`src/design/biou_pkg.sv`:
```
`timescale 1ns / 1ps
package biou_pkg;
    localparam int COORD_BITS_DEF     = 16;
    localparam int RATIO_FRAC_BITS_DEF = 16;
    localparam int RATIO_OUT_BITS     = 20;
    localparam int QUEUE_DEPTH        = 4;
endpackage

```
`src/design/biou_front.sv`:
```
`timescale 1ns / 1ps
module biou_front #(
    parameter int CB = 16
) (
    input  logic                 clk,
    input  logic                 rst_n,
    input  logic                 req_valid,
    output logic                 req_stall,
    input  logic signed [CB-1:0] a_left,
    input  logic signed [CB-1:0] a_top,
    input  logic        [CB-1:0] a_width,
    input  logic        [CB-1:0] a_height,
    input  logic signed [CB-1:0] b_left,
    input  logic signed [CB-1:0] b_top,
    input  logic        [CB-1:0] b_width,
    input  logic        [CB-1:0] b_height,
    input  logic                 full,
    output logic                 push,
    output logic [2*CB:0]        ov_out,
    output logic [2*CB+2:0]      uni_out
);
    import biou_pkg::*;

    logic adv;
    logic v1_reg, v2_reg, v3_reg;
    logic signed [CB+2:0] ew_reg, eh_reg, ew_next, eh_next;
    logic [CB-1:0] aw_reg, ah_reg, bw_reg, bh_reg;
    logic [2*CB:0] ov2_reg, ov2_next, ov3_reg;
    logic [2*CB-1:0] a1_reg, a2_reg;
    logic [2*CB+2:0] uni_reg;

    function automatic logic signed [CB+2:0] extent(
        input logic signed [CB-1:0] p1,
        input logic        [CB-1:0] s1,
        input logic signed [CB-1:0] p2,
        input logic        [CB-1:0] s2
    );
        logic signed [CB+1:0] e1, e2, hi, lo;
        e1 = $signed({{2{p1[CB-1]}}, p1}) + $signed({2'b00, s1});
        e2 = $signed({{2{p2[CB-1]}}, p2}) + $signed({2'b00, s2});
        hi = (e1 < e2) ? e1 : e2;
        lo = (p1 > p2) ? $signed({{2{p1[CB-1]}}, p1}) : $signed({{2{p2[CB-1]}}, p2});
        return $signed({hi[CB+1], hi}) - $signed({lo[CB+1], lo})
            + $signed((CB+3)'(1));
    endfunction

    assign adv       = !full;
    assign req_stall = full;
    assign push      = adv && v3_reg;
    assign ov_out    = ov3_reg;
    assign uni_out   = uni_reg;

    assign ew_next = extent(a_left, a_width, b_left, b_width);
    assign eh_next = extent(a_top, a_height, b_top, b_height);

    always_comb
    begin
        if (!ew_reg[CB+2] && (ew_reg != '0) && !eh_reg[CB+2] && (eh_reg != '0))
        begin
            ov2_next = (2*CB+1)'(ew_reg[CB:0] * eh_reg[CB:0]);
        end
        else
        begin
            ov2_next = '0;
        end
    end

    always_ff @(posedge clk or negedge rst_n)
    begin
        if (!rst_n)
        begin
            v1_reg <= 1'b0;
            v2_reg <= 1'b0;
            v3_reg <= 1'b0;
        end
        else if (adv)
        begin
            v1_reg <= req_valid;
            v2_reg <= v1_reg;
            v3_reg <= v2_reg;
        end
    end

    always_ff @(posedge clk)
    begin
        if (adv)
        begin
            ew_reg  <= ew_next;
            eh_reg  <= eh_next;
            aw_reg  <= a_width;
            ah_reg  <= a_height;
            bw_reg  <= b_width;
            bh_reg  <= b_height;
            ov2_reg <= ov2_next;
            a1_reg  <= aw_reg * ah_reg;
            a2_reg  <= bw_reg * bh_reg;
            ov3_reg <= ov2_reg;
            uni_reg <= {3'b000, a1_reg} + {3'b000, a2_reg} - {2'b00, ov2_reg};
        end
    end
endmodule

```
`config.mk`:
```
export PLATFORM = sky130hd
export DESIGN_NAME = biou_front
export DESIGN_NICKNAME = d
export VERILOG_FILES = /design/src/design/biou_pkg.sv /design/src/design/biou_front.sv
export SDC_FILE = /design/constraint.sdc
export NUM_CORES = 2
export LEC_CHECK = 0
export ABC_CLOCK_PERIOD_IN_PS = 7650
export BUFFER_PORTS_ARGS = -buffer_cell sky130_fd_sc_hd__buf_2
export CORE_AREA = 3 3 329 331
export CTS_CLUSTER_DIAMETER = 40
export CTS_CLUSTER_SIZE = 10
export DETAILED_ROUTE_END_ITERATION = 6
export DIE_AREA = 0 0 332 334
export PLACE_DENSITY = 0.63
export SKIP_CTS_REPAIR_TIMING = 1
export SLEW_MARGIN = 15
export SYNTH_ARGS = -nofsm -noshare
export SYNTH_HDL_FRONTEND = slang
export SYNTH_SLANG_ARGS = --single-unit
```
`constraint.sdc`:
```
create_clock -name clk -period 7.65 [get_ports clk]
set_clock_uncertainty 0.2 [all_clocks]
set_input_delay 0.3825 -clock clk [delete_from_list [all_inputs] [get_ports clk]]
set_output_delay 0.3825 -clock clk [all_outputs]
set_load 0.05 [all_outputs]
```
; Yosys cells after proc, flatten, opt, wreduce, memory -nomap -nowiden
; Cells that the tools add are included.
[op_classes]
n_addsub = 10
multipliers = 3
div_mod_pow = 0
n_lt_le_gt_ge = 4
n_eq_ne = 0
n_shift = 0
n_mux = 4
bitwise_logic = 0
reduce_logical = 9
[ops]
columns = cell, n
row1 = $add A16 B17 Y18, 4
row2 = $mux W18, 4
row3 = $mul A16 B16 Y32, 2
row4 = $add A19 B2 Y19 const B, 2
row5 = $reduce_bool A19 Y1, 2
row6 = $sub A18 B18 Y19, 2
row7 = $lt A18 B18 Y1, 2
row8 = $sub A33 B33 Y34, 1
row9 = $add A32 B32 Y33, 1
row10 = $mul A17 B17 Y33, 1
row11 = $gt A16 B16 Y1, 2
row12 = $logic_and A1 B1 Y1, 4
row13 = $logic_not A1 Y1, 3
[word_totals]
regBits = 270
latchBits = 0
ramBits = 0
romBits = 0
inputBits = 132
out_inout_bits = 70
wordCells = 44
mem_count = 0

; Longest topological paths before layout
[depth]
ltp_word = 5
mapped_depth = 36
ltp_nobuf = 36

; Least setup slack after synthesis
; OpenSTA, ideal clock, no wires.
[synth_timing]
path_kind = input-to-reg
startpoint = input port a_left[0]
endpoint = register ew_reg[17], data pin
setup_time_ps = 258
t_arrival_ps = 7070
required_ps = 7192
slack_ps = 123
cell_stages = 34
path_buffers = 1
cell_sequence = ha_1 fa_1 a21oi_1 o21ai_1 o311a_1 or3_1 and2_1 a311oi_1 o21bai_1 xnor2_1 inv_1 ha_1 and4_2 nand3_1 o31ai_1 o21ai_0 a221o_2 nand2_2 o21a_1 buf_6 mux2_4 ha_1 ha_1 fa_1 a21o_1 a21oi_1 o21bai_1 a21o_1 a21oi_1 o21ai_0 o21ai_0 o21ai_0 a21oi_1 xnor2_1
[synth_via]
elab_chain_cells = 5
word_cells_on_any_way = 7
[synth_lines]
columns = item, line_no
row1 = from (decl), biou_front.sv:9  ; input logic signed [CB-1:0] a_left,
row2 = $add A16 B17 Y18, biou_front.sv:39  ; e1 = $signed({{2{p1[CB-1]}}, p1}) + $signed({2'b00, s1});
row3 = $lt A18 B18 Y1, biou_front.sv:41  ; hi = (e1 < e2) ? e1 : e2;
row4 = $mux W18, biou_front.sv:41
row5 = $sub A18 B18 Y19 (*), biou_front.sv:43  ; return $signed({hi[CB+1], hi}) - $signed({lo[CB+1], lo})
row6 = $add A19 B2 Y19 (*), biou_front.sv:44  ; + $signed((CB+3)'(1));
row7 = via ew_next[17], biou_front.sv:26  ; logic signed [CB+2:0] ew_reg, eh_reg, ew_next, eh_next;
row8 = to (signal assigned), biou_front.sv:88  ; ew_reg <= ew_next;
row9 = to (decl), biou_front.sv:26
; The timed path passes the listed nets; every way through them passes the cells marked *.
; A chain may end at the register's enable or synchronous reset.

; Final worst setup path
[layout_timing]
startpoint = register bh_reg[2]
endpoint = register a2_reg[26], data pin
[layout_via]
elab_chain_cells = 1
[layout_lines]
columns = item, line_no
row1 = from (decl), biou_front.sv:27  ; logic [CB-1:0] aw_reg, ah_reg, bw_reg, bh_reg;
row2 = from (signal assigned), biou_front.sv:93  ; bh_reg <= b_height;
row3 = $mul A16 B16 Y32, biou_front.sv:96  ; a2_reg <= bw_reg * bh_reg;
row4 = to (signal assigned), biou_front.sv:96
row5 = to (decl), biou_front.sv:29  ; logic [2*CB-1:0] a1_reg, a2_reg;
; No other way between the ends.

==> flow_summary.yaml <==
status:
  outcome: "finished, final reports clean"
cells_and_area:
  design.final.nets: 6392
  n_fill_cell: 10030
  largest_register_ffs: 34
  area_growth_pct: 14.29
  drive_above_1_share_pct: 10.99
  finish.utilization_pct: 47.88
die:
  fp.dieH_um: 334
  die_area_mm2: 0.1109
  coreArea_mm2: 0.1054
  die_x_um: 332
  initial_core_util_pct: 41.90
  num_rows: 119
  ios: 202
clock_tree:
  clk_pin_slew_ps: 50
  clk_latency_ps: 620
  h-tree-depth: 2
  cts-root-buf: "clkbuf_16"
  clockBufferDepth: 3
  numClockSinks: 269
  cts_buffers: 51
  cts_tree: "done"
detailed_routing:
  ant_nets: 0
  drc: 0
  dr.first_iter.drc_count: 2778
  vias: 33420
  routedWlPerCell_um: 19.69
  first_pass_iters: 5
  drt-total-wl_um: 127900
  via_per_inst: 5.143
hold_path:
  min_path_cells: 2
  whs_endpoint: "bw_reg[1]$_DFFE_PN_"
  hp-start: "b_width[1]"
  hold_path.class: "in2reg"
worst_setup_path:
  reg2reg_slack_ps: 280
  critPathMostFrequentCell: "fa_1"
  reg2reg_from: "bh_reg[2]$_DFFE_PN_"
  worstPathCellList: "buf_4 > nand2_1 > fa_1 > inv_1 > fa_1 > inv_1 > fa_1 > fa_1 > inv_1 > fa_1 > inv_1 > fa_1 > inv_1 > ha_1 > a21oi_1 > o21ai_0 > o21ai_0 > nand4_1 > a31oi_1 > o21bai_1 > a21oi_1 > xnor2_1"
  cp_max_fo: 11
  cp_top_family: "adder cells"
  criticalPathCategory: "reg2reg"
  r2r_cells: 22
  cpMaxStageDelayCell: "edfxtp_1"
  critPathBufInv: 6
  crit_path_end_kind: "flop"
  cp.required_ps: 7810
  max_stage_delay_ps: 760
  reg2reg_to: "a2_reg[26]$_DFFE_PN_"
  arrival_ps: 7530
  startpoint_type: "flop"
synth:
  synthTopCellsByCount: "inv_1 (1008), fa_1 (649), nand2_1 (593)"
  yosysSeqAreaShare_pct: 18.26
  avgSynthCellArea_um2: 9.471
  synth_cells: 4663
  syn-cell-area_mm2: 0.04416
  yosys_warnings: 0
  synth_enable_flop_cells: 266
  ys.flop_type: "edfxtp_1"
  synth-seq-cells: 269
  yosysMostFrequentCell: "inv_1"
  async_reset_ff_share_pct: 1.115
  yosysTopAreaCell: "fa_1"
  synthTopCellsByArea: "fa_1 (29%), edfxtp_1 (18%), ha_1 (15%), inv_1 (8.6%), nand2_1 (5.0%)"
  yosys.area.top_type_share_pct: 29.42
  synth_cell_types: 87
  syn_nets: 5990
global_routing:
  grt_max_degree: 175
  grt_overflow: 0
  antenna_found_initial: 9
  grt_pass1_vias: 33670
  grt_pass1_wl_um: 199100
  grt_use_total_pct: 23.25
timing:
  hold_viol_final: 0
  slew_headroom_pct: 19.76
  tightest_slew_ps: 1204
  finalCriticalPeriod_ps: 7373
  fmax_ghz: 0.1356
  drv_slew: 0
  setup_viol: 0
  finalCritPeriodShare_pct: 96.38
  grt_setup_unrepaired: "false"
placed_design:
  portBuffers: 201
  hpwl_um: 107900
  place.gp.congestion: 0.9578
job:
  drv_cap: 0
## layer usage
layer | track usage (%) | share of wire, %
met3 | 4.560 | 8.4
met4 | 5.148 | 2.3
met1 | 34.78 | 47
met2 | 34.80 | 42
met5 | 0 | 0.045
## final cells by class
class	count	area [um2]	share of cell area, %
Antenna cell	4	10.01	0.01983
Multi-Input combinational cell	3250	31830	63.06
Clock buffer	55	1291	2.558
Clock inverter	36	390.4	0.7734
Inverter	1008	3791	7.511
Sequential cell	269	8063	15.97
Timing Repair Buffer	485	3358	6.653
Tap cell	1391	1740	3.448
## worst max path at each step
| stage | cells after the start | startpoint | slack (ps) | endpoint |
|---|---|---|---|---|
| global placement | 38 | b_top[0] | -400 | eh_reg[13]$_DFFE_PN_ |
| global route | 22 | bh_reg[2]$_DFFE_PN_ | 1 | a2_reg[30]$_DFFE_PN_ |
| finish | 22 | bh_reg[2]$_DFFE_PN_ | 280 | a2_reg[26]$_DFFE_PN_ |
| CTS | 38 | b_top[0] | 190 | eh_reg[13]$_DFFE_PN_ |
| detailed placement | 38 | b_top[0] | -370 | eh_reg[13]$_DFFE_PN_ |
| floorplan | 34 | a_left[0] | 120 | ew_reg[17]$_DFFE_PN_ |
## per-stage QoR
step	TNS (ps)	hold WS (ps)	instance area, um2	setup WS [ps]	cells
4_1_cts	0	-680.7	49680	192.4	6423
3_3_place_gp	-1649	-21.14	47990	-398.0	6332
5_1_grt	0	44.56	50470	1.325	6494
2_1_floorplan	0	-113.1	44160	122.8	4663
3_5_place_dp	-2116	-16.28	47990	-369.7	6332
6_report	0	75.77	50480	277.2	6498
## cells by family (layout without fill, tap and decap cells)
kind of cell | count (synthesis) | in the layout | synth area share, %
simple gates | 1267 | 1267 | 13.71
fa+ha+maj | 1195 | 1195 | 44.89
buf+inv | 1144 | 1584 | 9.819
compound gates | 519 | 519 | 7.689
flops | 269 | 269 | 18.26
xor+xnor | 199 | 199 | 3.946
mux | 70 | 70 | 1.694
other cells | 0 | 4 | 0
## cell usage in the layout (no fill, tap or decap), types with 41 or more instances in the layout
cell type and n:
xor2_1 56, fa_1 649, ha_1 546, nor2_1 134, buf_4 213, mux2i_1 50
nand3_1 41, edfxtp_1 266, nor3_1 44, xnor2_1 143, buf_2 200, clkbuf_16 51
and2_1 304, a21o_1 76, a21oi_1 151, dlygate4sd3_1 67, nand2_1 593, inv_1 1007
o21ai_0 82
Power is not shown: default switching activity piles up to over one toggle a cycle in this logic, so the estimate is an artifact.
