==> src/design/biou_pkg.sv <==
`timescale 1ns / 1ps
package biou_pkg;
    localparam int COORD_BITS_DEF     = 16;
    localparam int RATIO_FRAC_BITS_DEF = 16;
    localparam int RATIO_OUT_BITS     = 20;
    localparam int QUEUE_DEPTH        = 4;
endpackage

==> src/design/biou_div.sv <==
`timescale 1ns / 1ps
module biou_div #(
    parameter int CB = 16,
    parameter int F  = 16
) (
    input  logic                              clk,
    input  logic                              rst_n,
    input  logic                              head_valid,
    input  logic [2*CB:0]                     head_ov,
    input  logic [2*CB+2:0]                   head_uni,
    output logic                              pop,
    output logic                              res_valid,
    input  logic                              res_stall,
    output logic [2*CB:0]                     overlap_area,
    output logic [biou_pkg::RATIO_OUT_BITS-1:0] iou_ratio,
    output logic                              ratio_saturated,
    output logic                              union_nonpositive
);
    import biou_pkg::*;

    localparam int RB    = RATIO_OUT_BITS;
    localparam int OV_W  = 2*CB + 1;
    localparam int REM_W = 2*CB + 3;
    localparam int NW    = OV_W + F;
    localparam int HW    = NW - RB;
    localparam int CW    = (HW > REM_W) ? HW : REM_W;

    logic adv;
    logic            v_reg   [RB+1];
    logic [REM_W-1:0] rem_reg [RB+1];
    logic [RB-1:0]   q_reg   [RB+1];
    logic [RB-1:0]   low_reg [RB+1];
    logic [REM_W-1:0] den_reg [RB+1];
    logic [OV_W-1:0] ov_reg  [RB+1];
    logic            sat_reg [RB+1];
    logic            np_reg  [RB+1];

    logic [NW-1:0]    num;
    logic [CW-1:0]    hi_ext, den_ext;
    logic             np0;
    logic [REM_W-1:0] t_val [RB+1];
    logic             ge    [RB+1];

    assign adv = !v_reg[RB] || !res_stall;
    assign pop = adv && head_valid;

    assign num     = {head_ov, F'(0)};
    assign hi_ext  = CW'(num[NW-1:RB]);
    assign den_ext = CW'(head_uni);
    assign np0     = head_uni[REM_W-1] || (head_uni == '0);

    always_comb
    begin
        t_val[0] = '0;
        ge[0]    = 1'b0;
        for (int i = 1; i <= RB; i++)
        begin
            t_val[i] = {rem_reg[i-1][REM_W-2:0], low_reg[i-1][RB-i]};
            ge[i]    = (t_val[i] >= den_reg[i-1]);
        end
    end

    always_ff @(posedge clk or negedge rst_n)
    begin
        if (!rst_n)
        begin
            for (int i = 0; i <= RB; i++)
            begin
                v_reg[i] <= 1'b0;
            end
        end
        else if (adv)
        begin
            v_reg[0] <= head_valid;
            for (int i = 1; i <= RB; i++)
            begin
                v_reg[i] <= v_reg[i-1];
            end
        end
    end

    always_ff @(posedge clk)
    begin
        if (adv)
        begin
            rem_reg[0] <= hi_ext[REM_W-1:0];
            q_reg[0]   <= '0;
            low_reg[0] <= num[RB-1:0];
            den_reg[0] <= head_uni;
            ov_reg[0]  <= head_ov;
            np_reg[0]  <= np0;
            sat_reg[0] <= !np0 && (hi_ext >= den_ext);
            for (int i = 1; i <= RB; i++)
            begin
                rem_reg[i] <= ge[i] ? t_val[i] - den_reg[i-1] : t_val[i];
                q_reg[i]   <= {q_reg[i-1][RB-2:0], ge[i]};
                low_reg[i] <= low_reg[i-1];
                den_reg[i] <= den_reg[i-1];
                ov_reg[i]  <= ov_reg[i-1];
                np_reg[i]  <= np_reg[i-1];
                sat_reg[i] <= sat_reg[i-1];
            end
        end
    end

    assign res_valid         = v_reg[RB];
    assign overlap_area      = ov_reg[RB];
    assign ratio_saturated   = sat_reg[RB];
    assign union_nonpositive = np_reg[RB];
    assign iou_ratio         = np_reg[RB] ? '0 : (sat_reg[RB] ? '1 : q_reg[RB]);
endmodule

==> config.mk <==
export PLATFORM = sky130hd
export DESIGN_NAME = biou_div
export DESIGN_NICKNAME = d
export VERILOG_FILES = /design/src/design/biou_pkg.sv /design/src/design/biou_div.sv
export SDC_FILE = /design/constraint.sdc
export NUM_CORES = 2
export LEC_CHECK = 0
export ABC_AREA = 1
export CORE_MARGIN = 1
export CORE_UTILIZATION = 40
export DETAILED_ROUTE_END_ITERATION = 6
export DONT_BUFFER_PORTS = 1
export GPL_ROUTABILITY_DRIVEN = 0
export PLACE_DENSITY_LB_ADDON = 0.05
export SYNTH_ARGS = -nofsm -noshare
export SYNTH_HDL_FRONTEND = slang
export SYNTH_SLANG_ARGS = --single-unit
==> constraint.sdc <==
create_clock -name clk -period 102 [get_ports clk]
set_clock_uncertainty 0.2 [all_clocks]
set_input_delay 10.2 -clock clk [delete_from_list [all_inputs] [get_ports clk]]
set_output_delay 10.2 -clock clk [all_outputs]
set_load 0.02 [all_outputs]
* Word-level counts from Yosys, hierarchy flattened
Memories as Yosys holds them, arrays and structs flattened.
Index checks and enable logic that the tools add are counted.
** Operators by class
- Add/subtract/negate cells :: 20
- Mux-type cells :: 24
- Magnitude comparators :: 21
- Reductions and logical operators :: 8
** Operators by type and width (number)
- $ge A35 B35 Y1 :: 20
- $mux W35 :: 20
- $sub A35 B35 Y35 :: 20
- $mux W20 :: 2
- $ge A29 B35 Y1 :: 1
- $logic_not A35 Y1 :: 1
- $logic_not A1 Y1 :: 3
- $logic_and A1 B1 Y1 :: 2
- $logic_or A1 B1 Y1 :: 2
- $mux W1 :: 2
** Storage, ports and cells
- Register bits after elaboration :: 21
- Memories :: 7
- Memory bits (writable) :: 3045
- Word-level logic and storage cells :: 101
- Output and inout port bits :: 57
- Input bits :: 72
** Memory list
- den_reg :: depth 21, bits a word 35, read ports 20, clocked after memory_dff 0, wr ports 21, line biou_div.sv:33 : logic [REM_W-1:0] den_reg [RB+1];
- rem_reg :: depth 21, bits a word 35, read ports 20, clocked after memory_dff 0, wr ports 21, line biou_div.sv:30 : logic [REM_W-1:0] rem_reg [RB+1];
- ov_reg :: depth 21, bits a word 33, read ports 21, clocked after memory_dff 0, wr ports 21, line biou_div.sv:34 : logic [OV_W-1:0] ov_reg [RB+1];
- low_reg :: depth 21, bits a word 20, read ports 20, clocked after memory_dff 0, wr ports 21, line biou_div.sv:32 : logic [RB-1:0] low_reg [RB+1];
- q_reg :: depth 21, bits a word 20, read ports 21, clocked after memory_dff 0, wr ports 21, line biou_div.sv:31 : logic [RB-1:0] q_reg [RB+1];
- np_reg :: depth 21, bits a word 1, read ports 21, clocked after memory_dff 0, wr ports 21, line biou_div.sv:36 : logic np_reg [RB+1];
- +1 memories

* Depth between registers and ports, before layout
- Word-level depth :: 4
- Gate-level depth with buffers :: 16
- Gate-level depth less buffers :: 16

* Worst setup path before layout
Ideal clock, no wire load.
- Path type :: input to output
- Start point :: in res_stall
- End point :: out pop
- Arrival :: 76.324 ns
- Required time :: 91.600 ns
- Stages on the path :: 4
- Buffers on the path :: 1
- Path slack :: 15.276 ns
- Cell sequence :: nand2_1 buf_1 nand2_1 inv_1
** Between the ends
- Cells in the longest elaborated chain, start to end :: 3
** RTL lines
- start: declaration :: line biou_div.sv:13 : input logic res_stall,
- $logic_not A1 Y1 :: line biou_div.sv:44 : assign adv = !v_reg[RB] || !res_stall;
- $logic_or A1 B1 Y1 :: line biou_div.sv:44
- $logic_and A1 B1 Y1 :: line biou_div.sv:45 : assign pop = adv && head_valid;
- end: declaration :: line biou_div.sv:11 : output logic pop,
No other way between the ends.

* Worst setup path in the final report
Ends and elaborated chain as after synthesis.

==> impl_metrics.toml <==
[timing]
final.setup.tns_ps = 0
slew-limit-headroom_pct = 34.4
post-route-period-util_pct = 21.1
final_hold_viol_count = 0
drv_slew = 0
final.setup.worst_slack_ps = 80490
fmax_ghz = 0.0465
rsz_0062_raised_after_global_routing = "false"
timing_worst_slew_pin_value_ps = 984
post-route-min-period_ps = 21510
timing.final.setup_violations = 0

[synth]
syn_area_um2 = 129000
syn_area_per_cell_um2 = 8.70
postSynthRegisterBits = 2312
yosys.cell_types.count = 45
synth_edf_count = 2291
synth-main-ff-cell = "edfxtp_1"
synthesis.nets = 15600
yosys_warnings = 0
seq_area_frac_synth_pct = 53.9
ys_async_sr_fraction_pct = 0.908
postSynthCellCount = 14800

[cts]
cts_made_buffers = 271
post_cts_buffers = 0
clkLatencyLatePin_ps = 890
clkSlewWorstSetupHoldPaths_ps = 60
cts_resized = 0
cts_tree = "yes"
ctsLongestPathBuffers = 4
clk_sinks = 2312
cts_hold_buf = 0
clock-root-buffer = "clkbuf_16"
cts-htree-levels = 5

[layout]
multiInputGateArea_um2 = 48000
postLayoutCellArea_um2 = 142000
sequential_cell_area_um2 = 69300
final_cell_count_no_fill = 19500
final.fill_count = 31800
layout-area-overhead-vs-synth_pct = 10.2
largest_reg_flops = 700
finalNetCount = 15800
post_route_cells_drive_above_1_share_pct = 3.54

[flow_run]
max_cap_viol_count = 0

[floorplanning]
initial_standard_cell_utilization_of_the_core_pct = 40.3
num_io_pins = 129
floorplan.die_area_um2 = 324000
die_x_um = 569
floorplan.die.height_um = 569
floorplan.core_area_um2 = 319000
cell_rows = 207

[detailed_routing]
route.detailed.wl_per_inst_um = 18.6
drt_pre_antenna_iters = 7
avgViaCountPerCell = 4.77
detailroute.via_count = 92900
first_iter_violations = 8018
final_antenna_net_count = 0
totalWireLength_um = 362000
drc = 2

[worst_setup_path]
endpoint_of_the_worst_setup_timing_path = "pop"
critPathSlowestCell = "nand2_4"
startpoint_class = "input pin"
rr_worst_depth = 6
capturing_point_of_the_worst_reg2reg_path = "den_reg[0][279]"
cp_slowest_stage_delay_ps = 550
path_class = "input pin to output port"
crit_required_ps = 91600
worst-r2r-setup-slack_ps = 96020
worst-endpoint-arrival_ps = 11110
worstSetupEndpointType = "output port"
cell_count_along_the_critical_path = 3
critPathLaunch = "res_stall"
timing.critical_path.max_delay_family = "simple AND/OR/NAND/NOR gates"
cp_num_buf_inv = 1
crit_fanout = 58
timing.rr.start = "res_valid"
critical_path.cell_chain = "nand2_4 > nand2_1 > inv_1"

[placed_design]
port-buffer-count = 0
placed_cell_area_um2 = 133000
dp_hpwl_um = 285000
place_worst_setup_slack_ps = 80430
numPlacedInstances = 19000

[run_status]
violations = "design-rule violations"
outcome = "finished with violations"

[hold_path]
worst_hold_startpoint = "ov_reg[9][29]"
hold_removal_path_class = "flip-flop to flip-flop"

[grt]
vias_in_the_first_global_route = 87700
globalRouteTotalUtil_pct = 22.0
grt_max_degree = 170
grt_remaining_overflow = 0
grt_antenna_before_repair = 12
grt_first_pass_wirelength_um = 543000
[layer usage]
layer / global-route usage [%] / vias up / wire length [um] / part of all wire (%)
met1: 31.7 / 42900 / 173000 / 48
met3: 2.56 / 394 / 17800 / 4.9
li1: - / 47500 / - / -
met5: 0 / - / 13 / 0.0036
met2: 35.8 / 2038 / 164000 / 45
met4: 4.51 / 2 / 7190 / 2.0
[per-stage QoR]
step | hold slack (ps) | utilization (%)
final | 176 | 44.4
after detailed placement | 205 | 41.7
after floorplan | 200 | -
after global routing | 185 | 44.4
after CTS | 170 | 44.4
after global placement | 200 | 41.7
[placed cells by master, fill, tap and decap left out, drive strengths merged, types with 18 or more instances in the layout]
master | synthesis | layout
mux2 | 18 | 18
dfrtp | 21 | 21
o21ai | 237 | 237
buf | 120 | 34
nor2 | 1027 | 1027
edfxtp | 2291 | 2291
inv | 2686 | 2699
and2 | 18 | 18
nor3 | 113 | 113
nand2 | 5653 | 5653
ha | 723 | 723
nand3b | 104 | 104
nand3 | 694 | 694
clkinv | 2 | 92
clkbuf | 4 | 339
bufinv | 0 | 23
a21oi | 567 | 567
xor2 | 340 | 340
nand4 | 70 | 70
o21bai | 44 | 44
fa | 19 | 19
[worst min path at each step]
stage,cells after the start,slack [ps],to
floorplan,0,200,np_reg[0][1]
global placement,0,200,q_reg[7][24]
detailed placement,0,200,np_reg[4][1]
CTS,0,170,ov_reg[10][29]
global route,0,190,ov_reg[10][29]
finish,0,180,ov_reg[10][29]
[cell usage after synthesis, types with 2 or more instances]
cell type | number | area, um^2
a21boi_0 | 14 | 105
a21oi_1 | 564 | 2820
a21oi_2 | 3 | 26.3
and2_1 | 18 | 113
and3_1 | 2 | 12.5
buf_1 | 2 | 7.51
buf_2 | 6 | 30.0
buf_4 | 44 | 330
buf_6 | 68 | 766
clkbuf_1 | 4 | 15.0
clkinv_1 | 2 | 7.51
dfrtp_1 | 21 | 526
edfxtp_1 | 2291 | 68800
fa_1 | 19 | 380
ha_1 | 723 | 9050
inv_1 | 2659 | 9980
inv_2 | 9 | 33.8
inv_4 | 17 | 106
mux2_2 | 18 | 203
nand2_1 | 5618 | 21100
nand2_2 | 16 | 100
nand2_4 | 19 | 214
nand3_1 | 679 | 3400
nand3_2 | 15 | 150
nand3b_1 | 104 | 781
nand4_1 | 70 | 438
nor2_1 | 1008 | 3780
nor2_2 | 18 | 113
nor3_1 | 112 | 561
nor4_1 | 4 | 25.0
nor4_2 | 5 | 62.6
o211ai_1 | 2 | 15.0
o21a_1 | 4 | 30.0
o21ai_0 | 231 | 1160
o21ai_1 | 6 | 30.0
o21bai_1 | 44 | 330
or2_2 | 2 | 12.5
xor2_1 | 340 | 2980
[final cells by class]
type | count | share of cell area (%)
timing repair buffer | 34 | 0.215
sequential | 2312 | 48.9
inverter | 2688 | 7.15
clock buffer | 339 | 5.01
tap | 4284 | 3.78
clock inverter | 137 | 1.08
antenna | 2 | 0.00353
multi-input combinational | 9664 | 33.9
[kinds of logic after synthesis]
family                   Yosys count  synth area share [%]
adder cells (fa/ha/maj)          742                  7.33
XOR/XNOR                         340                  2.31
AND/OR/NAND/NOR                 7693                  24.0
flip-flops                      2312                  53.9
multiplexers                      18                 0.158
buffers and inverters           2812                  8.77
AO/OA/AOI/OAI                    871                  3.53
Power is left out: the tool's default activity adds up to more than one toggle a clock period on the data nets, which glitch-free logic cannot reach.
