==> config.mk <==
export PLATFORM = sky130hd
export DESIGN_NAME = biou_queue
export DESIGN_NICKNAME = d
export VERILOG_FILES = /design/src/design/biou_pkg.sv /design/src/design/biou_queue.sv
export SDC_FILE = /design/constraint.sdc
export NUM_CORES = 1
export LEC_CHECK = 0
export CAP_MARGIN = 5
export CORE_UTILIZATION = 35
export DETAILED_ROUTE_END_ITERATION = 6
export DONT_BUFFER_PORTS = 1
export MAX_ROUTING_LAYER = met4
export PLACE_DENSITY_LB_ADDON = 0.25
export SYNTH_ARGS = -nofsm -noshare
export SYNTH_HDL_FRONTEND = slang
export SYNTH_SLANG_ARGS = --single-unit
==> constraint.sdc <==
create_clock -name clk -period 4.3 [get_ports clk]
set_input_delay 0.215 -clock clk [delete_from_list [all_inputs] [get_ports clk]]
set_output_delay 0.215 -clock clk [all_outputs]
set_load 0.02 [all_outputs]
==> src/design/biou_pkg.sv <==
`timescale 1ns / 1ps
package biou_pkg;
    localparam int COORD_BITS_DEF     = 16;
    localparam int RATIO_FRAC_BITS_DEF = 16;
    localparam int RATIO_OUT_BITS     = 20;
    localparam int QUEUE_DEPTH        = 4;
endpackage

==> src/design/biou_queue.sv <==
`timescale 1ns / 1ps
module biou_queue #(
    parameter int W = 68
) (
    input  logic         clk,
    input  logic         rst_n,
    input  logic         push,
    input  logic [W-1:0] din,
    output logic         full,
    input  logic         pop,
    output logic         not_empty,
    output logic [W-1:0] dout
);
    import biou_pkg::*;

    localparam int PW = $clog2(QUEUE_DEPTH);
    localparam int CW = $clog2(QUEUE_DEPTH + 1);

    logic [W-1:0] mem [QUEUE_DEPTH];
    logic [PW-1:0] wr_reg, rd_reg;
    logic [CW-1:0] cnt_reg;

    assign full      = (cnt_reg == CW'(QUEUE_DEPTH));
    assign not_empty = (cnt_reg != '0);
    assign dout      = mem[rd_reg];

    always_ff @(posedge clk or negedge rst_n)
    begin
        if (!rst_n)
        begin
            wr_reg  <= '0;
            rd_reg  <= '0;
            cnt_reg <= '0;
        end
        else
        begin
            if (push)
            begin
                wr_reg <= (wr_reg == PW'(QUEUE_DEPTH - 1)) ? '0 : wr_reg + 1'b1;
            end
            if (pop)
            begin
                rd_reg <= (rd_reg == PW'(QUEUE_DEPTH - 1)) ? '0 : rd_reg + 1'b1;
            end
            if (push && !pop)
            begin
                cnt_reg <= cnt_reg + 1'b1;
            end
            else if (pop && !push)
            begin
                cnt_reg <= cnt_reg - 1'b1;
            end
        end
    end

    always_ff @(posedge clk)
    begin
        if (push)
        begin
            mem[wr_reg] <= din;
        end
    end
endmodule

# Yosys cells after proc, flatten, opt, wreduce, memory -nomap -nowiden

Memory sizes are Yosys's and may differ from the RTL's.
Index checks and enable logic that the tools add are counted.

RAM bits: 272
Logic and storage cells: 23
Output and inout bits: 70
Memories: 1
Bits in registers: 7
Bits of input ports: 72

Memory list:

| memory | depth | bits a word | rd ports | clocked after Yosys merged registers in | wr ports | line             | RTL |
|---|---|---|---|---|---|---|---|
| mem    | 4     | 68          | 1        | 0                                       | 1        | biou_queue.sv:19 | `logic [W-1:0] mem [QUEUE_DEPTH];` |

Equality and inequality tests: 3
Reduce and logical (&&, ||, !) cells: 6
Add/subtract/negate cells: 4
Muxes and demuxes: 6

Operators by type and width:

| kind                  | number |
|---|---|
| $mux W3               | 2 |
| $add A2 B1 Y2 const B | 2 |
| $eq A2 B2 Y1 const B  | 2 |
| $mux W2               | 2 |
| $add A3 B1 Y3 const B | 1 |
| $eq A3 B3 Y1 const B  | 1 |
| $reduce_bool A3 Y1    | 1 |
| $sub A3 B1 Y3 const B | 1 |
| $logic_and A1 B1 Y1   | 2 |
| $logic_not A1 Y1      | 2 |
| $mux W1               | 2 |
| $reduce_bool A2 Y1    | 1 |

# Depth between registers and ports, before layout

Gate-level depths: netlist (run 1).

Depth in word-level cells: 4
Mapped depth: 7
Mapped depth without buffers: 7

# Least setup slack after synthesis (run 1)

No wires, ideal clock.

Path type: register to register
From: reg wr_reg[0]
To: mem mem[0][0], enable pin
Stages on the path, launching flop included: 4
Library setup time: 433 ps
Data arrival time: 2218 ps
Buffers on the path: 0
Path slack: 1648 ps
Required time: 3867 ps
Period minus slack after synthesis: 2652 ps
Cells stage by stage: dfrtp_1 > inv_1 > ha_1 > and2_1

RTL lines:

| element                | line             | RTL |
|---|---|---|
| from (decl)            | biou_queue.sv:20 | `logic [PW-1:0] wr_reg, rd_reg;` |
| from (signal assigned) | biou_queue.sv:39 | `wr_reg <= (wr_reg == PW'(QUEUE_DEPTH - 1)) ? '0 : wr_reg + 1'b1;` |
| to (decl)              | biou_queue.sv:19 |  |

Straight into the memory's write port.

# Worst setup path after layout (run 1)

From: reg rd_reg[0]
To: out dout[57]

Cells in the longest elaborated chain, start to end: 1

Ends and longest elaborated chain:

| element                | line             | RTL |
|---|---|---|
| from (decl)            | biou_queue.sv:20 |  |
| from (signal assigned) | biou_queue.sv:43 | `rd_reg <= (rd_reg == PW'(QUEUE_DEPTH - 1)) ? '0 : rd_reg + 1'b1;` |
| $mem_v2 Z4 W68         | n/a              |  |
| to (decl)              | biou_queue.sv:12 | `output logic [W-1:0] dout` |

Every way passes these cells.

==> results by group, run 1 <==
Outcome
  – Status: finished, final reports clean

Pwr
  – Final Power: 8.11 mW
  – Clock share of power: 28.0%
  – Pint: 5.60 mW
  – Sw frac: 30.9%
  – Sw Pwr: 2.51 mW
  – Combinational power share: 24.5%
  – Peak VDD IR: 0.000353 V
  – Sequential share of power: 47.4%
  – Pwr dens: 664 nW/um^2
  – Leakage power: 3.86 nW

Global route
  – Pin count of the biggest net entering global routing: 71
  – Antenna violations before repair: 2
  – Global-route wire length before repair: 28500 um
  – Grt total ovfl: 0
  – Vias in the first global route: 4813
  – GRT Total Usage: 12.8%

Layout
  – Layout cell share with drive strength beyond 1: 23.1%
  – Post-Layout Cell Count: 889
  – Final net count: 560
  – Register Area: 8350 um^2
  – P&R area growth vs syn: 18.6%
  – Filler cell count: 2528
  – Largest register FFs: 272
  – Multi-input logic area: 1760 um^2
  – Core Util, Final: 42.4%

Route
  – DR iter-0 viols: 204
  – Drt first pass iters: 4
  – Vias per std cell: 4.79
  – Post-DR wirelength/cell: 20.7 um
  – Drt drc: 0
  – Antenna Nets Post-Route: 0
  – Final WL: 18400 um
  – DR vias: 4256

Setup path
  – Critical Path Sink Type: output port
  – Crit Path Class: reg2out
  – Critical Path AT: 2.51 ns
  – CP startpoint kind: register
  – WP data required: 4.09 ns
  – CP cell instances: buf_12 -> mux4_2
  – Crit path largest cell delay: 0.87 ns
  – Largest fanout on the critical path: 39
  – CP max-delay cell: dfrtp_4

Die
  – Initial Util: 35.7%
  – # IOs: 142
  – Rows: 62
  – Die area: 30100 um^2
  – Die width: 174 um
  – Die span in y: 174 um
  – Core Area: 28900 um^2

Clock network
  – Cts bufs inserted: 29
  – CTS tree: built
  – CTS sink count: 279
  – Post-CTS Setup Repair Bufs: 0
  – Clock Tree Buf Depth: 3
  – H-tree levels: 1
  – Root Driver: clkbuf_16
  – Clock Latency Late Sink: 0.55 ns
  – Clock slew at reported path FFs: 0.06 ns

Yosys
  – Fraction of synthesized area in multiplexers: 15.2%
  – Post-Synth Adder-Cell Area: 0.923%
  – Synth warn: 0
  – Most used DFF post-synth: edfxtp_1
  – Syn Inst Count: 393
  – Syn avg cell area: 26.2 um^2
  – Yosys reg bits: 279
  – Post-synth EDFFs: 272
  – Simple logic cell fraction of the synthesized area: 0.558%
  – Post-synthesis sequential area ratio: 81.0%
  – XOR/XNOR share of the synthesized area: 0.255%
  – Ys async rst share: 2.51%
  – Syn nets: 472
  – Fraction of the mapped netlist area in compound gates: 0.0971%
  – Largest family of logic cells by synthesized area: multiplexers
  – Post-synthesis instance area: 10300 um^2
  – Unique cell type count in the Yosys netlist: 19

Place
  – Placed cell count: 762
  – RePlAce Congestion: 0.717
  – Hpwl dp: 9950 um
  – Buffers on Ports: 0

STA
  – RSZ-0062 raised after global routing: no
  – Crit path time final: 2.73 ns
  – Rel. slew slack: 26.2%
  – Fin. Hold Viols: 0
  – Slew Limit Fails: 0
  – Fmax achieved: 367 MHz
  – Least-Margin Pin Slew: 1.11 ns
  – Setup TNS: 0 ns
  – Post-route clock period utilization: 63.4%
  – Final setup fails: 0
  – Worst hold margin: 0.375 ns
  – Worst Skew: 0.0237 ns

Hold path
  – Min-delay worst type: in2reg

Job
  – Max cap viols: 0
==> synth_stat cells (2+ instances only) <==
cell type / n / area (um^2)
dfrtp_1: 7 / 175
mux4_2: 68 / 1530
nor2_1: 3 / 11.3
nand2_1: 2 / 7.51
mux2_2: 3 / 33.8
edfxtp_1: 272 / 8170
inv_1: 4 / 15.0
ha_1: 6 / 75.1
buf_2: 7 / 35.0
o21ai_0: 2 / 10.0
buf_12: 7 / 140
and2_1: 4 / 25.0
xor2_1: 2 / 17.5
==> critical path: cells and delay by family (launching register included) <==
| family | cells | cell delay, ns |
|---|---|---|
| mux | 1 | 0.65 |
| buf+inv | 1 | 0.36 |
| flops | 1 | 0.87 |
==> worst paths after layout <==
path	startpoint	endpoint	slack [ns]	depth (start not counted)
setup / recovery	rd_reg[0]	dout[57]	1.57	2
hold / removal	din[50]	mem[1][50]	0.38	1
setup reg to reg	wr_reg[0]	mem[0][9]	2.27	3
hold reg to reg	cnt_reg[2]	cnt_reg[2]	0.50	1
max in group asynchronous	rst_n	rd_reg[1]	3.40	2
min in group asynchronous	rst_n	cnt_reg[1]	0.59	2
==> power by group through the flow <==
stage | clock network (mW) | logic, mW | registers [mW]
floorplan | 0 | 1.97 | 3.64
global route | 2.43 | 2.12 | 3.92
global placement | 0 | 1.95 | 3.91
CTS | 2.33 | 2.05 | 3.88
finish | 2.27 | 1.99 | 3.85
detailed placement | 0 | 1.97 | 3.93
==> placed cells by master, fill, tap and decap left out, types with 2 or more instances in the layout <==
| cell type | instances |
|---|---|
| inv_6 | 3 |
| clkbuf_1 | 8 |
| ha_1 | 6 |
| o21ai_0 | 2 |
| clkinv_1 | 7 |
| clkinvlp_4 | 2 |
| mux4_2 | 68 |
| nand2_1 | 2 |
| edfxtp_1 | 272 |
| inv_1 | 4 |
| clkbuf_16 | 29 |
| dlygate4sd3_1 | 72 |
| xor2_1 | 2 |
| dfrtp_1 | 5 |
| diode_2 | 2 |
| dfrtp_4 | 2 |
| and2_4 | 4 |
| mux2_2 | 3 |
| nor2_1 | 3 |
| clkinv_2 | 3 |
==> cell type report <==
class | instances | area share, %
clock buffer | 37 | 6.18
multi-input combinational | 94 | 14.4
inverter | 4 | 0.123
antenna | 2 | 0.0409
tap | 384 | 3.93
sequential | 279 | 68.3
clock inverter | 16 | 0.921
timing repair buffer | 73 | 6.06
==> layer usage <==
| layer | GRT usage, % | vias up | share of wire [%] |
|---|---|---|---|
| met1 | 15.3 | 2235 | 40 |
| met4 | 3.73 | 0 | 2.7 |
| li1 | - | 1858 | - |
| met2 | 21.3 | 127 | 51 |
| met3 | 3.29 | 36 | 6.4 |
| met5 | - | - | 0 |
==> cell families (layout without fill, tap and decap cells) <==
logic type / count (synthesis) / after routing
compound gates: 2 / 2
other cells: 0 / 2
simple gates: 11 / 11
fa+ha+maj: 7 / 7
mux: 71 / 71
xor+xnor: 3 / 3
buf+inv: 20 / 130
flops: 279 / 279
==> through the flow <==
stage / instance area (um^2) / setup WS (ns)
2_1_floorplan: 10300 / 1.65
5_1_grt: 12200 / 1.38
6_report: 12200 / 1.57
3_3_place_gp: 10600 / 2.08
4_1_cts: 12200 / 1.46
3_5_place_dp: 10600 / 2.06
==> timing repair <==
action	in CTS	in global routing
hold buffers	72	0
hold endpoints to repair	284	0
endpoints found under the setup margin	0	0
gates resized for setup	0	0
No activity file was read; power rests on OpenSTA's default activity.
==> run 2, diff against run 1 <==
==> constraint.sdc (replaced) <==
create_clock -name clk -period 2.8 [get_ports clk]
set_input_delay 0.14 -clock clk [delete_from_list [all_inputs] [get_ports clk]]
set_output_delay 0.14 -clock clk [all_outputs]
set_load 0.02 [all_outputs]
==> run 2 against run 1 <==
Compared with the run above:
- clock skew is 0.013 ns lower
- sequential cell count is the same
- power rose by 56%
- routed wire length rose by 1.5%
- register-to-register slack worse by 1.4 ns
- combinational power up 65%
- core utilization grew 0.56 points
- clock power up 56%
- via count up 0.54%
- count of clock-buffer cells in the layout is 3 higher
- first-iteration DRC count increased by 13%
- largest cell class unchanged
- largest power group unchanged
==> results by group, run 2 (synthesis results as in run 1) <==
STA
  – RSZ-0062 raised after global routing: no
  – Slew Limit Fails: 0
  – Post-route clock period utilization: 89.1%
  – Least-Margin Pin Slew: 0.989 ns
  – Fmax achieved: 401 MHz
  – Worst hold margin: 0.0795 ns
  – Final setup fails: 0
  – Worst Skew: 0.0103 ns
  – Setup TNS: 0 ns
  – Crit path time final: 2.49 ns
  – Fin worst setup slack: 0.306 ns
  – Fin. Hold Viols: 0
  – Rel. slew slack: 34.1%

Setup path
  – Largest fanout on the critical path: 62
  – CP startpoint kind: register
  – WP data required: 2.66 ns
  – Crit Path Class: reg2out
  – Critical Path AT: 2.35 ns
  – Critical Path Sink Type: output port
  – R2R Setup Slk: 0.90 ns

Pwr
  – Peak VDD IR: 0.000630 V
  – Pwr dens: 1020 nW/um^2
  – Leakage power: 3.97 nW

Route
  – Drt first pass iters: 6
  – Vias per std cell: 4.75
  – DR iter-0 viols: 230
  – DR vias: 4279
  – Drt drc: 0
  – Antenna Nets Post-Route: 0
  – Final WL: 18700 um
  – Post-DR wirelength/cell: 20.7 um

Global route
  – Global-route wire length before repair: 28800 um
  – Grt total ovfl: 0
  – Vias in the first global route: 4838
  – Pin count of the biggest net entering global routing: 63
  – GRT Total Usage: 13.1%
  – Antenna violations before repair: 2

Clock network
  – CTS tree: built
  – Clock Latency Late Sink: 0.53 ns
  – Clock slew at reported path FFs: 0.06 ns
  – Post_cts resized: 0
  – H-tree levels: 1
  – CTS sink count: 279
  – Root Driver: clkbuf_16
  – Clock Tree Buf Depth: 3
  – Cts bufs inserted: 28

Die
  – Die span in y: 174 um
  – Initial Util: 35.7%
  – Die width: 174 um
  – Rows: 62
  – Core Area: 28900 um^2
  – # IOs: 142
  – Die area: 30100 um^2

Layout
  – Design area: 12400 um^2
  – Commonest non-fill, non-tap cell in the layout: edfxtp_1
  – Most frequent cells in the layout: 272 x edfxtp_1, 72 x dlygate4sd3_1, 68 x mux4_2
  – Final net count: 573
  – P&R area growth vs syn: 20.2%
  – Largest register FFs: 272
  – Layout cell share with drive strength beyond 1: 25.8%

Place
  – RePlAce Congestion: 0.670
  – Placed Instance Area: 10800 um^2
  – Buffers on Ports: 0
  – Hpwl dp: 11000 um
  – Dpl ws: 0.808 ns

Job
  – Max cap viols: 0

Hold path
  – Min-delay worst type: in2reg

Outcome
  – Status: finished, final reports clean
-- run 2: cell types whose count changed in the layout (fill, tap and decap cells not counted), moves of 2 or more --
cell / delta
clkinv_1: -4
buf_12: +3
clkbuf_8: +4
buf_4: +11
inv_6: -3
clkinv_2: +3
clkinvlp_4: -2
-- run 2: worst max-delay path, stage by stage (launching register included) --
cell     delay, ns
dfrtp_4       1.08
buf_4         0.32
mux4_2        0.39
-- run 2: final timing paths --
kind	from	endpoint	cells past startpoint
min in group asynchronous	rst_n	cnt_reg[1]	2
setup / recovery	rd_reg[1]	dout[55]	2
hold reg to reg	cnt_reg[2]	cnt_reg[2]	1
hold / removal	push	mem[1][47]	1
setup reg to reg	wr_reg[0]	mem[2][48]	4
max in group asynchronous	rst_n	rd_reg[1]	2
-- run 2: report_power, final --
group          leakage, nW  internal [mW]  switching, mW
Combinational        0.946           1.33           1.96
Clock                0.441           2.08           1.44
Sequential            2.58           5.36          0.456
Total                 3.97           8.77           3.86
-- run 2: layout make-up --
type / instances / area [um^2]
timing repair buffer: 87 / 883
sequential: 279 / 8350
multi-input combinational: 94 / 1760
antenna: 2 / 5.00
clock buffer: 40 / 807
fill: 2506 / 16500
tap: 384 / 480
inverter: 4 / 15.0
clock inverter: 11 / 80.1
-- run 2: metal layers --
metal | GRT usage (%) | share of wire (%)
met4 | 3.33 | 1.7
met3 | 3.57 | 6.4
met2 | 21.9 | 51
met1 | 15.6 | 41
met5 | - | 0
-- run 2: timing repair --
item	4_1_cts	5_1_grt
hold endpoints to repair	286	0
setup buffers	0	0
hold buffers	72	0
-- run 2: stage by stage --
stage,power [mW],std cells,util (%)
2_1_floorplan,8.61,393,-
5_1_grt,13.2,901,42.9
4_1_cts,12.9,899,42.9
3_5_place_dp,9.20,776,37.3
6_report,12.6,901,42.9
3_3_place_gp,9.12,776,37.3
